===== config.mk =====
export PLATFORM = sky130hd
export DESIGN_NAME = activity_episode_tracker
export DESIGN_NICKNAME = d
export VERILOG_FILES = /design/src/aet_pkg.sv /design/src/aet_in_reg.sv /design/src/aet_core.sv /design/src/aet_out_reg.sv /design/src/activity_episode_tracker.sv
export SDC_FILE = /design/constraint.sdc
export NUM_CORES = 1
export LEC_CHECK = 0
export ABC_AREA = 0
export BUFFER_PORTS_ARGS = -buffer_cell sky130_fd_sc_hd__buf_2
export CAP_MARGIN = 20
export CORE_UTILIZATION = 53
export CTS_CLUSTER_SIZE = 20
export DETAILED_ROUTE_END_ITERATION = 10
export PLACE_DENSITY = 0.71
export SLEW_MARGIN = 20
export SYNTH_ARGS = -nofsm -noshare
export SYNTH_HDL_FRONTEND = slang
export SYNTH_SLANG_ARGS = --single-unit

===== constraint.sdc =====
create_clock -name clk -period 11.85 [get_ports clk]
set_clock_uncertainty 0.05 [all_clocks]
set_input_delay 2.37 -clock clk [delete_from_list [all_inputs] [get_ports clk]]
set_output_delay 2.37 -clock clk [all_outputs]
set_load 0.01 [all_outputs]

===== src/aet_pkg.sv =====
`timescale 1ns / 1ps
// Shared types and constants for the activity episode tracker.
// No dependencies; imported by every module of the block.
package aet_pkg;

	localparam int TIME_BITS_DEF     = 48;
	localparam int INTERVAL_BITS_DEF = 24;
	localparam int SEQ_BITS_DEF      = 32;
	localparam int GRACE_BITS        = 24;
	localparam int PHASE_BITS        = 2;

	typedef enum logic [1:0] {
		MODE_IDLE   = 2'd0,
		MODE_ACTIVE = 2'd1,
		MODE_GRACE  = 2'd2
	} aet_mode_t;

	typedef enum logic [PHASE_BITS-1:0] {
		PH_STARTED = 2'd0,
		PH_ONGOING = 2'd1,
		PH_ENDED   = 2'd2
	} aet_phase_t;

endpackage


===== src/aet_in_reg.sv =====
`timescale 1ns / 1ps
// Input register of the tracker: holds one observation and its time step.
// Uses aet_pkg.
module aet_in_reg import aet_pkg::*; #(
	parameter int TIME_BITS     = TIME_BITS_DEF,
	parameter int INTERVAL_BITS = INTERVAL_BITS_DEF
) (
	input  logic                     clk,
	input  logic                     arst_n,
	input  logic                     in_valid,
	output logic                     in_ready,
	input  logic                     in_combat,
	input  logic                     suspended,
	input  logic [TIME_BITS-1:0]     now_ms,
	input  logic [INTERVAL_BITS-1:0] interval_ms,
	input  logic                     advance,
	output logic                     valid_s1,
	output logic                     combat_s1,
	output logic                     pause_s1,
	output logic [INTERVAL_BITS-1:0] interval_s1,
	output logic [TIME_BITS-1:0]     step_s1
);

	logic                 seen_q;
	logic                 paused_q;
	logic [TIME_BITS-1:0] last_time_q;
	logic [TIME_BITS-1:0] step_d;
	logic                 take;

	assign in_ready = !valid_s1 || advance;
	assign take     = in_valid && in_ready;

	// step counts as zero on the first request, after a pause and when time runs back
	always_comb begin
		step_d = '0;
		if (seen_q && !paused_q && (now_ms > last_time_q)) begin
			step_d = now_ms - last_time_q;
		end
	end

	always_ff @(posedge clk or negedge arst_n) begin
		if (!arst_n) begin
			valid_s1    <= 1'b0;
			seen_q      <= 1'b0;
			paused_q    <= 1'b0;
			last_time_q <= '0;
		end else begin
			if (take) begin
				valid_s1    <= 1'b1;
				seen_q      <= 1'b1;
				paused_q    <= suspended;
				last_time_q <= now_ms;
			end else if (advance) begin
				valid_s1 <= 1'b0;
			end
		end
	end

	always_ff @(posedge clk) begin
		if (take) begin
			combat_s1   <= in_combat;
			pause_s1    <= suspended;
			interval_s1 <= interval_ms;
			step_s1     <= step_d;
		end
	end

endmodule


===== src/aet_core.sv =====
`timescale 1ns / 1ps
// Episode state machine, timers, heartbeat schedule and grace register.
// Uses aet_pkg for mode and phase codes.
module aet_core import aet_pkg::*; #(
	parameter int TIME_BITS     = TIME_BITS_DEF,
	parameter int INTERVAL_BITS = INTERVAL_BITS_DEF,
	parameter int SEQ_BITS      = SEQ_BITS_DEF
) (
	input  logic                     clk,
	input  logic                     arst_n,
	input  logic                     cfg_valid,
	input  logic [GRACE_BITS-1:0]    cfg_data,
	input  logic                     advance,
	input  logic                     combat_s1,
	input  logic                     pause_s1,
	input  logic [INTERVAL_BITS-1:0] interval_s1,
	input  logic [TIME_BITS-1:0]     step_s1,
	output logic                     res_valid,
	output aet_phase_t               res_phase,
	output logic [SEQ_BITS-1:0]      res_seq,
	output logic [TIME_BITS-1:0]     res_elapsed
);

	aet_mode_t                mode_q, mode_d;
	logic [GRACE_BITS-1:0]    exit_grace_q;
	logic [TIME_BITS-1:0]     active_q, active_d;
	logic [TIME_BITS-1:0]     grace_q, grace_d;
	logic [INTERVAL_BITS-1:0] cur_int_q, cur_int_d;
	logic [TIME_BITS-1:0]     next_due_q, next_due_d;
	logic [SEQ_BITS-1:0]      seq_q, seq_d;

	logic [INTERVAL_BITS-1:0] want;
	logic [TIME_BITS-1:0]     want_ext;
	logic [TIME_BITS-1:0]     grace_ext;
	logic [TIME_BITS-1:0]     acc_base, acc_sat;
	logic [TIME_BITS:0]       acc_sum;
	logic [TIME_BITS-1:0]     due_base, due_sat;
	logic [TIME_BITS:0]       due_sum;
	logic [SEQ_BITS-1:0]      seq_inc;
	logic                     grace_zero;
	logic                     grace_done;
	logic                     int_change;

	assign want       = (interval_s1 == '0) ? INTERVAL_BITS'(1) : interval_s1;
	assign want_ext   = TIME_BITS'(want);
	assign grace_ext  = TIME_BITS'(exit_grace_q);
	assign int_change = (want != cur_int_q);
	assign seq_inc    = seq_q + SEQ_BITS'(1);

	// accumulate the step into active time, or into grace time while waiting
	assign acc_base = (mode_q == MODE_GRACE) ? grace_q : active_q;
	assign acc_sum  = {1'b0, acc_base} + {1'b0, step_s1};
	assign acc_sat  = acc_sum[TIME_BITS] ? '1 : acc_sum[TIME_BITS-1:0];

	// next heartbeat: from the updated active time while active, held time in grace
	assign due_base = (mode_q == MODE_ACTIVE) ? acc_sat : active_q;
	assign due_sum  = {1'b0, due_base} + {1'b0, want_ext};
	assign due_sat  = due_sum[TIME_BITS] ? '1 : due_sum[TIME_BITS-1:0];

	assign grace_zero = (exit_grace_q == '0);
	assign grace_done = (acc_sat >= grace_ext);

	// next mode
	always_comb begin
		mode_d = mode_q;
		if (!pause_s1) begin
			case (mode_q)
				MODE_ACTIVE: begin
					if (!combat_s1) begin
						mode_d = grace_zero ? MODE_IDLE : MODE_GRACE;
					end
				end
				MODE_GRACE: begin
					if (combat_s1) begin
						mode_d = MODE_ACTIVE;
					end else if (grace_done) begin
						mode_d = MODE_IDLE;
					end
				end
				default: begin
					mode_d = combat_s1 ? MODE_ACTIVE : MODE_IDLE;
				end
			endcase
		end
	end

	// timers, schedule and result
	always_comb begin
		active_d    = active_q;
		grace_d     = grace_q;
		cur_int_d   = cur_int_q;
		next_due_d  = next_due_q;
		seq_d       = seq_q;
		res_valid   = 1'b0;
		res_phase   = PH_STARTED;
		res_seq     = seq_q;
		res_elapsed = active_q;
		if (!pause_s1) begin
			case (mode_q)
				MODE_ACTIVE: begin
					if (!combat_s1) begin
						grace_d = '0;
						if (grace_zero) begin
							seq_d     = seq_inc;
							res_valid = 1'b1;
							res_phase = PH_ENDED;
							res_seq   = seq_inc;
						end
					end else begin
						active_d    = acc_sat;
						res_elapsed = acc_sat;
						if (int_change) begin
							cur_int_d  = want;
							next_due_d = due_sat;
						end else if (acc_sat >= next_due_q) begin
							seq_d      = seq_inc;
							next_due_d = due_sat;
							res_valid  = 1'b1;
							res_phase  = PH_ONGOING;
							res_seq    = seq_inc;
						end
					end
				end
				MODE_GRACE: begin
					if (combat_s1) begin
						grace_d = '0;
						if (int_change) begin
							cur_int_d  = want;
							next_due_d = due_sat;
						end
					end else if (grace_done) begin
						grace_d   = '0;
						seq_d     = seq_inc;
						res_valid = 1'b1;
						res_phase = PH_ENDED;
						res_seq   = seq_inc;
					end else begin
						grace_d = acc_sat;
					end
				end
				default: begin
					if (combat_s1) begin
						active_d    = '0;
						grace_d     = '0;
						cur_int_d   = want;
						next_due_d  = want_ext;
						seq_d       = '0;
						res_valid   = 1'b1;
						res_phase   = PH_STARTED;
						res_seq     = '0;
						res_elapsed = '0;
					end
				end
			endcase
		end
	end

	always_ff @(posedge clk or negedge arst_n) begin
		if (!arst_n) begin
			mode_q       <= MODE_IDLE;
			exit_grace_q <= '0;
			active_q     <= '0;
			grace_q      <= '0;
			cur_int_q    <= INTERVAL_BITS'(1);
			next_due_q   <= TIME_BITS'(1);
			seq_q        <= '0;
		end else begin
			if (cfg_valid) begin
				exit_grace_q <= cfg_data;
			end
			if (advance) begin
				mode_q     <= mode_d;
				active_q   <= active_d;
				grace_q    <= grace_d;
				cur_int_q  <= cur_int_d;
				next_due_q <= next_due_d;
				seq_q      <= seq_d;
			end
		end
	end

endmodule


===== src/aet_out_reg.sv =====
`timescale 1ns / 1ps
// Result register of the tracker: holds one result until the sink takes it.
// Uses aet_pkg for the phase type.
module aet_out_reg import aet_pkg::*; #(
	parameter int TIME_BITS = TIME_BITS_DEF,
	parameter int SEQ_BITS  = SEQ_BITS_DEF
) (
	input  logic                 clk,
	input  logic                 arst_n,
	input  logic                 advance,
	input  logic                 res_valid,
	input  aet_phase_t           res_phase,
	input  logic [SEQ_BITS-1:0]  res_seq,
	input  logic [TIME_BITS-1:0] res_elapsed,
	output logic                 free,
	output logic                 out_valid,
	input  logic                 out_ready,
	output aet_phase_t           phase_q,
	output logic [SEQ_BITS-1:0]  seq_q,
	output logic [TIME_BITS-1:0] elapsed_q
);

	assign free = !out_valid || out_ready;

	always_ff @(posedge clk or negedge arst_n) begin
		if (!arst_n) begin
			out_valid <= 1'b0;
		end else if (advance) begin
			out_valid <= res_valid;
		end else if (out_ready) begin
			out_valid <= 1'b0;
		end
	end

	always_ff @(posedge clk) begin
		if (advance && res_valid) begin
			phase_q   <= res_phase;
			seq_q     <= res_seq;
			elapsed_q <= res_elapsed;
		end
	end

endmodule


===== src/activity_episode_tracker.sv =====
`timescale 1ns / 1ps
// Activity episode tracker: turns timestamped observations into started,
// ongoing and ended results. A request passes the input register, then the state
// update into the result register; one request is taken every cycle, paced only
// by the result register draining.
// arst_n clears mode, timers and counters asynchronously; exit grace resets to 0.
module activity_episode_tracker import aet_pkg::*; #(
	parameter int TIME_BITS     = TIME_BITS_DEF,
	parameter int INTERVAL_BITS = INTERVAL_BITS_DEF,
	parameter int SEQ_BITS      = SEQ_BITS_DEF,
	localparam int IN_W         = 2 + TIME_BITS + INTERVAL_BITS,
	localparam int IN_TDATA_W   = ((IN_W + 7) / 8) * 8,
	localparam int OUT_W        = SEQ_BITS + TIME_BITS,
	localparam int OUT_TDATA_W  = ((OUT_W + 7) / 8) * 8
) (
	input  logic                   clk,
	input  logic                   arst_n,
	// configuration: exit grace time in ms
	input  logic                   cfg_valid,
	output logic                   cfg_ready,
	input  logic [GRACE_BITS-1:0]  cfg_data,
	// observations
	input  logic                   s_tvalid,
	output logic                   s_tready,
	input  logic [IN_TDATA_W-1:0]  s_tdata,  // in_combat, suspended, now_ms, interval_ms, pad
	// results
	output logic                   m_tvalid,
	input  logic                   m_tready,
	output logic [OUT_TDATA_W-1:0] m_tdata,  // sequence_res, elapsed_ms, zero pad
	output logic [PHASE_BITS-1:0]  m_tuser   // phase
);

	logic                     advance;
	logic                     out_free;
	logic                     valid_s1;
	logic                     combat_s1;
	logic                     pause_s1;
	logic [INTERVAL_BITS-1:0] interval_s1;
	logic [TIME_BITS-1:0]     step_s1;
	logic                     res_valid;
	aet_phase_t               res_phase;
	logic [SEQ_BITS-1:0]      res_seq;
	logic [TIME_BITS-1:0]     res_elapsed;
	aet_phase_t               phase_q;
	logic [SEQ_BITS-1:0]      seq_q;
	logic [TIME_BITS-1:0]     elapsed_q;

	// configuration writes are always taken; the user must send them only while idle, the block does not enforce it
	assign cfg_ready = 1'b1;

	// advance the held observation whenever the result register can take its outcome
	assign advance = valid_s1 && out_free;

	aet_in_reg #(
		.TIME_BITS     (TIME_BITS),
		.INTERVAL_BITS (INTERVAL_BITS)
	) u_in (
		.clk         (clk),
		.arst_n      (arst_n),
		.in_valid    (s_tvalid),
		.in_ready    (s_tready),
		.in_combat   (s_tdata[0]),
		.suspended   (s_tdata[1]),
		.now_ms      (s_tdata[2 +: TIME_BITS]),
		.interval_ms (s_tdata[2 + TIME_BITS +: INTERVAL_BITS]),
		.advance     (advance),
		.valid_s1    (valid_s1),
		.combat_s1   (combat_s1),
		.pause_s1    (pause_s1),
		.interval_s1 (interval_s1),
		.step_s1     (step_s1)
	);

	aet_core #(
		.TIME_BITS     (TIME_BITS),
		.INTERVAL_BITS (INTERVAL_BITS),
		.SEQ_BITS      (SEQ_BITS)
	) u_core (
		.clk         (clk),
		.arst_n      (arst_n),
		.cfg_valid   (cfg_valid),
		.cfg_data    (cfg_data),
		.advance     (advance),
		.combat_s1   (combat_s1),
		.pause_s1    (pause_s1),
		.interval_s1 (interval_s1),
		.step_s1     (step_s1),
		.res_valid   (res_valid),
		.res_phase   (res_phase),
		.res_seq     (res_seq),
		.res_elapsed (res_elapsed)
	);

	aet_out_reg #(
		.TIME_BITS (TIME_BITS),
		.SEQ_BITS  (SEQ_BITS)
	) u_out (
		.clk         (clk),
		.arst_n      (arst_n),
		.advance     (advance),
		.res_valid   (res_valid),
		.res_phase   (res_phase),
		.res_seq     (res_seq),
		.res_elapsed (res_elapsed),
		.free        (out_free),
		.out_valid   (m_tvalid),
		.out_ready   (m_tready),
		.phase_q     (phase_q),
		.seq_q       (seq_q),
		.elapsed_q   (elapsed_q)
	);

	// pack the result: sequence in the low bits, elapsed above, zeros to the byte
	assign m_tdata = OUT_TDATA_W'({elapsed_q, seq_q});
	assign m_tuser = phase_q;

endmodule


==> results of run 1 <==
[metal layers]
| metal | wire length (um) | share of wire |
|---|---|---|
| met1 | 38300 | 0.45 |
| met3 | 5380 | 0.063 |
| met2 | 38700 | 0.46 |
| met5 | 0 | 0 |
| met4 | 2580 | 0.030 |
[cells in the mapped netlist, drive strengths merged (51+ instances only)]
master and count:
o21ai 334, buf 51, nand4 58, dfrtp 276
nor2 243, xnor2 70, ha 195, mux2 74
inv 198, a21o 90, clkbuf 142, nor3 58
a21oi 249, nand2 403, nand3 52, xor2 61
edfxtp 156
[report_power, final]
part           leakage, nW  total (W)  switching [W]  internal [W]
clock                0.814    0.00157       0.000657      0.000909
sequential            5.13    0.00217       0.000248       0.00193
combinational         8.27    0.00465        0.00298       0.00167
[sequential cells by signal (all words and copies together), names as in the netlist, 32 cells and up]
signal / cells
u_core.active_q: 48
u_core.grace_q: 48
u_core.next_due_q: 48
u_core.seq_q: 32
u_in.last_time_q: 48
u_in.step_s1: 48
u_out.elapsed_q: 48
u_out.seq_q: 32
[cell families (layout without fill, tap and decap cells)]
kind of cell | after synthesis | after routing
simple gates | 1074 | 1074
flops | 434 | 434
xor+xnor | 131 | 131
fa+ha+maj | 198 | 198
compound gates | 1007 | 1007
buf+inv | 393 | 499
mux | 91 | 91
other cells | 1 | 2
[worst reg2reg max path: stages, from the launching register on]
cell and delay [ps]:
dfrtp_1 420, inv_1 80, ha_2 450, buf_4 490, mux2_2 420, ha_1 340
a21o_1 200, or3_1 390, o211a_1 310, nor2_1 280, a21o_1 270, nand2_1 360
buf_4 330, nor2_1 400, a21oi_1 210, ha_1 380, nor3_1 80, nor3b_1 370
o22ai_1 180, o21ai_0 540, a21oi_1 190, a21oi_1 440, o21ai_0 200, and4b_1 490
nand4_1 400, nor2_4 900, nor2_1 230, a221oi_1 330
[layout make-up]
type | count | area share
antenna | 1 | 0.0000778
clock buffer | 62 | 0.0425
clock inverter | 30 | 0.00914
inverter | 200 | 0.0236
multi-input combinational | 2502 | 0.502
sequential | 434 | 0.362
tap | 696 | 0.0271
timing repair buffer | 207 | 0.0343
[path summary, 6_finish.rpt]
path / startpoint / endpoint / slack, ps / cells past startpoint
worst min-delay path: u_in.seen_q / u_in.seen_q / 420 / 1
worst min register to register: u_in.seen_q / u_in.seen_q / 420 / 1
worst max register to register: u_core.mode_q[0] / u_core.next_due_q[45] / 2020 / 27
max in group asynchronous: arst_n / u_in.last_time_q[46] / 8620 / 2
min in group asynchronous: arst_n / u_core.cur_int_q[19] / 1690 / 1
worst max-delay path: u_core.mode_q[0] / u_core.next_due_q[45] / 2020 / 27
[stage by stage]
| stage | area, um^2 | worst slack, ps |
|---|---|---|
| 3_5_place_dp | 30500 | 2100 |
| 3_3_place_gp | 30500 | 2380 |
| 5_1_grt | 32200 | 1360 |
| 6_report | 32200 | 2020 |
| 2_1_floorplan | 29300 | 1400 |
| 4_1_cts | 32200 | 2070 |
==> metrics.cfg, run 1 <==
[grt]
use_met2=0.481
overflow=0
first_global_vias=24400
grt_most_used_layer=met2
grt_start_max_net_pins=167
grt_pass1_wl_um=134000
use_met1=0.417
grt_use_met3=0.0385
grt_use_total=0.299
antenna_found_initial=0

[clocking]
tritoncts=built
post_cts_buffers=0
cts-root-buf=clkbuf_16
htree_levels=2
clockBufferDepth=3
post_cts_resized=0
clkLatencyLatePin_ps=610
cts_hold_buf=0
numCtsBuffers=49
clock_sinks=434
clkSlewWorstSetupHoldPaths_ps=60

[sta]
tns_ps=0
hold_violations=0
tightest_slew_ps=1120
maxSlewViolCount=0
grt_setup_unrepaired=no
finalCriticalPeriod_ps=9830
hold_ws_ps=422
min_period_over_period=0.830
slew_headroom=0.256
finalSetupViolCount=0
fmax_ghz=0.102

[detailed_routing]
via_per_inst=6.18
drtIter0Drc=2355
ant_nets=0
drc=0
drt-total-wl_um=84900
wire_per_inst_um=20.5
vias=25500
dr.pass1.iters=6

[critical_path]
worst-setup-path-type=reg -> reg
slowest_stage=nor2_4
crit_fanout=40
worstSetupStartpointType=register
crit_required_ps=12300
crit_family=simple AND/OR/NAND/NOR gates
arrival_ps=10280
cp_num_buf_inv=3
slowest_delay_ps=900
endpoint_kind=register

[layout]
syn_to_final_growth_pct=9.95
stdcell_count=4132
drive_gt1_frac=0.124
final_common_cell=nand2_1
fin_util=0.593
seq_area_um2=11600
fillers=4790
nets=3701
multi_input_area_um2=16100
final_cell_mix=nand2_1, o21ai_0, dfrtp_1, a21oi_1, nor2_1

[yosys]
synth_area_leaders=dfrtp_1, edfxtp_1, ha_1
synth_seq_cells=434
syn_area_um2=29300
synth_mux_area_frac=0.0343
async_flop_share=0.641
netlist_instances=3329
synth_nets=3636
synth_xor_area_frac=0.0392
synth_compound_area_frac=0.217
syn_area_per_cell_um2=8.79
synthFlopType=dfrtp_1
synth_top_area_frac=0.236
yosys_warnings=0
synth_cell_types=94
synth_top_family_by_area=compound AO/OA/AOI/OAI gates
synth_top_area_cell=dfrtp_1
yosysSeqAreaShare=0.398
synthAdderAreaFrac=0.0854
synth_enable_flop_cells=156
synth_simple_gate_area_frac=0.174

[floorplanning]
die_h_um=237
die_w_um=237
fp-row-count=85
die-area_um2=56200
boundaryPins=194
start_util=0.540
coreArea_um2=54200

[place]
port_buffers=186
hpwl_um=63000
gp_routability_congestion=0.953
dp.cells=4039

[power_and_ir_drop]
p_per_area_nw_per_um2=261
p_total_w=0.00839
power_leakage_nw=14.2
vdd_drop_max_v=0.000143

[flow_run]
maxCapViolCount=0

[hold_path]
min_path_type=reg -> reg

[run_status]
status=finished clean

Note: power is estimated with default switching activity, not from simulation.
==> run 2: changes to the inputs <==
--- a/config.mk
+++ b/config.mk
@@ -5,13 +5,13 @@
 export SDC_FILE = /design/constraint.sdc
 export NUM_CORES = 1
 export LEC_CHECK = 0
-export ABC_AREA = 0
+export ABC_AREA = 1
 export BUFFER_PORTS_ARGS = -buffer_cell sky130_fd_sc_hd__buf_2
 export CAP_MARGIN = 20
 export CORE_UTILIZATION = 53
 export CTS_CLUSTER_SIZE = 20
 export DETAILED_ROUTE_END_ITERATION = 10
-export PLACE_DENSITY = 0.71
+export PLACE_DENSITY = 0.74
 export SLEW_MARGIN = 20
 export SYNTH_ARGS = -nofsm -noshare
 export SYNTH_HDL_FRONTEND = slang
==> constraint.sdc (replaced) <==
create_clock -name clk -period 8.54 [get_ports clk]
set_clock_uncertainty 0.05 [all_clocks]
set_input_delay 1.708 -clock clk [delete_from_list [all_inputs] [get_ports clk]]
set_output_delay 1.708 -clock clk [all_outputs]
set_load 0.01 [all_outputs]
==> metrics.cfg, run 2 <==
[yosys]
syn_area_um2=32400  ; +11%
yosysSeqAreaShare=0.359  ; -0.0386
yosysMostFrequentCell=nand2_1
synth_cell_types=60  ; -36%
synthTopCellsByCount=nand2_1, inv_1, o21ai_0
synth_nets=4953  ; +36%
synth_enable_flop_cells=156  ; unchanged
synth_area_leaders=dfrtp_1, nand2_1, edfxtp_1
synth_seq_cells=434  ; unchanged
async_flop_share=0.641  ; unchanged
yosys_warnings=0  ; unchanged
synthFlopType=dfrtp_1
netlist_instances=4646  ; +40%
syn_area_per_cell_um2=6.98  ; -21%
synth_top_area_frac=0.213  ; -0.0229
synth_top_area_cell=dfrtp_1

[critical_path]
worstSetupStartpointType=register
crit_fanout=53  ; +33%
endpoint_kind=register
worst-setup-path-type=reg -> reg
slowest_delay_ps=530  ; -370 ps
cp_num_buf_inv=6  ; +3
slowest_stage=nand3_2
crit_top_cell=nand2_1
arrival_ps=7610  ; -2670 ps
crit_family=simple AND/OR/NAND/NOR gates
crit_required_ps=8810  ; -3490 ps

[clocking]
htree_levels=2  ; unchanged
post_cts_buffers=0  ; unchanged
cts-root-buf=clkbuf_16
tritoncts=built
cts_hold_buf=0  ; unchanged
clkSlewWorstSetupHoldPaths_ps=60  ; about the same
numCtsBuffers=50  ; +2.0%
post_cts_resized=0  ; unchanged
clock_sinks=434  ; unchanged
clockBufferDepth=3  ; unchanged
clkLatencyLatePin_ps=630  ; +20 ps

[floorplanning]
start_util=0.537  ; -0.00263
die-area_um2=62100  ; +11%
boundaryPins=194  ; unchanged
coreArea_um2=60400  ; +11%
die_w_um=249  ; +5.2%
die_h_um=249  ; +5.2%
fp-row-count=90  ; +5.9%

[grt]
grt_pass1_wl_um=152000  ; +13%
overflow=0  ; unchanged
first_global_vias=28500  ; +17%
grt_use_total=0.305  ; +0.00641
grt_start_max_net_pins=147  ; -12%
antenna_found_initial=0  ; unchanged

[power_and_ir_drop]
p_per_area_nw_per_um2=363  ; +39%
power_leakage_nw=17.3  ; +22%
vdd_drop_max_v=0.000356  ; +150%

[layout]
final_common_cell=nand2_1
drive_gt1_frac=0.0876  ; -0.0362
syn_to_final_growth_pct=9.84  ; about the same
diodes=0  ; -1
final_cell_mix=nand2_1, inv_1, o21ai_0, nor2_1, dfrtp_1
nets=5039  ; +36%

[sta]
grt_setup_unrepaired=no
min_period_over_period=0.860  ; +0.0301
finalSetupViolCount=0  ; unchanged
finalCriticalPeriod_ps=7340  ; -2490 ps
fmax_ghz=0.136  ; +34%
slew_headroom=0.225  ; -0.0312
tightest_slew_ps=1160  ; +45.5 ps
maxSlewViolCount=0  ; unchanged
tns_ps=0  ; unchanged
hold_ws_ps=423  ; +0.170 ps
hold_violations=0  ; unchanged

[detailed_routing]
via_per_inst=5.54  ; -10%
drc=0  ; unchanged
ant_nets=0  ; unchanged
dr.pass1.iters=6  ; unchanged
vias=30800  ; +21%
wire_per_inst_um=17.3  ; -16%
drt-total-wl_um=95900  ; +13%
drtIter0Drc=2765  ; +17%

[place]
gp_routability_congestion=1.00  ; +5.2%
hpwl_um=71500  ; +13%
port_buffers=186  ; unchanged

[flow_run]
maxCapViolCount=0  ; unchanged

[run_status]
status=finished clean

[hold_path]
min_path_type=reg -> reg

## run 2: kinds of logic (layout without fill, tap and decap cells)
family | after synthesis | count (layout) | synth area share
adder cells (fa/ha/maj) | 198 | 198 | 0.0771
buffers and inverters | 879 | 1006 | 0.105
other | 1 | 1 | 0.000116
multiplexers | 1 | 1 | 0.000347
AND/OR/NAND/NOR | 2113 | 2113 | 0.277
AO/OA/AOI/OAI | 919 | 919 | 0.154
flip-flops | 434 | 434 | 0.359
XOR/XNOR | 101 | 101 | 0.0273
## run 2: final timing paths
kind / start / endpoint / slack [ps] / depth (start not counted)
worst min-delay path: u_in.seen_q / u_in.seen_q / 420 / 1
min in group asynchronous: arst_n / u_core.exit_grace_q[4] / 1000 / 1
worst max-delay path: u_core.mode_q[0] / u_out.elapsed_q[4] / 1200 / 30
worst max register to register: u_core.mode_q[0] / u_out.elapsed_q[4] / 1200 / 30
max in group asynchronous: arst_n / u_core.active_q[40] / 6100 / 2
worst min register to register: u_in.seen_q / u_in.seen_q / 420 / 1
## run 2: worst register-to-register path: cells and delay by family, from the launching register on
family          cells  cell delay (ps)
compound gates      8             1650
fa+ha+maj           3             1210
buf+inv             6             1080
flops               1              380
simple gates       13             2620
## run 2: final cells by class
cell class	count	area, um^2
tap	782	978
clock inverter	28	358
inverter	686	2580
clock buffer	65	1330
multi-input combinational	3333	17400
fill	5755	24800
timing repair buffer	227	1290
sequential	434	11600
## run 2: layer usage
layer | routed length, um | track usage | vias up
li1 | - | - | 15400
met3 | 6820 | 0.0409 | 192
met4 | 3800 | 0.124 | 0
met5 | 0 | 0 | -
met2 | 43300 | 0.492 | 1156
met1 | 41900 | 0.414 | 14100
## run 2: stage by stage
stage / instances / utilization / instance area (um^2) / power [W] / setup slack [ps]
after floorplan: 4646 / - / 32400 / 0.00840 / 1600
after global placement: 5462 / 0.562 / 33900 / 0.0104 / 1470
after detailed placement: 5462 / 0.562 / 33900 / 0.0105 / 1380
after CTS: 5555 / 0.590 / 35600 / 0.0128 / 1350
after global routing: 5555 / 0.590 / 35600 / 0.0140 / 741
final: 5555 / 0.590 / 35600 / 0.0129 / 1200
## run 2: power breakdown
| part | internal, W | leakage (nW) | switching [W] |
|---|---|---|---|
| combinational | 0.00243 | 11.4 | 0.00521 |
| sequential | 0.00275 | 5.10 | 0.000286 |
| clock | 0.00134 | 0.809 | 0.000914 |
| total | 0.00652 | 17.3 | 0.00641 |
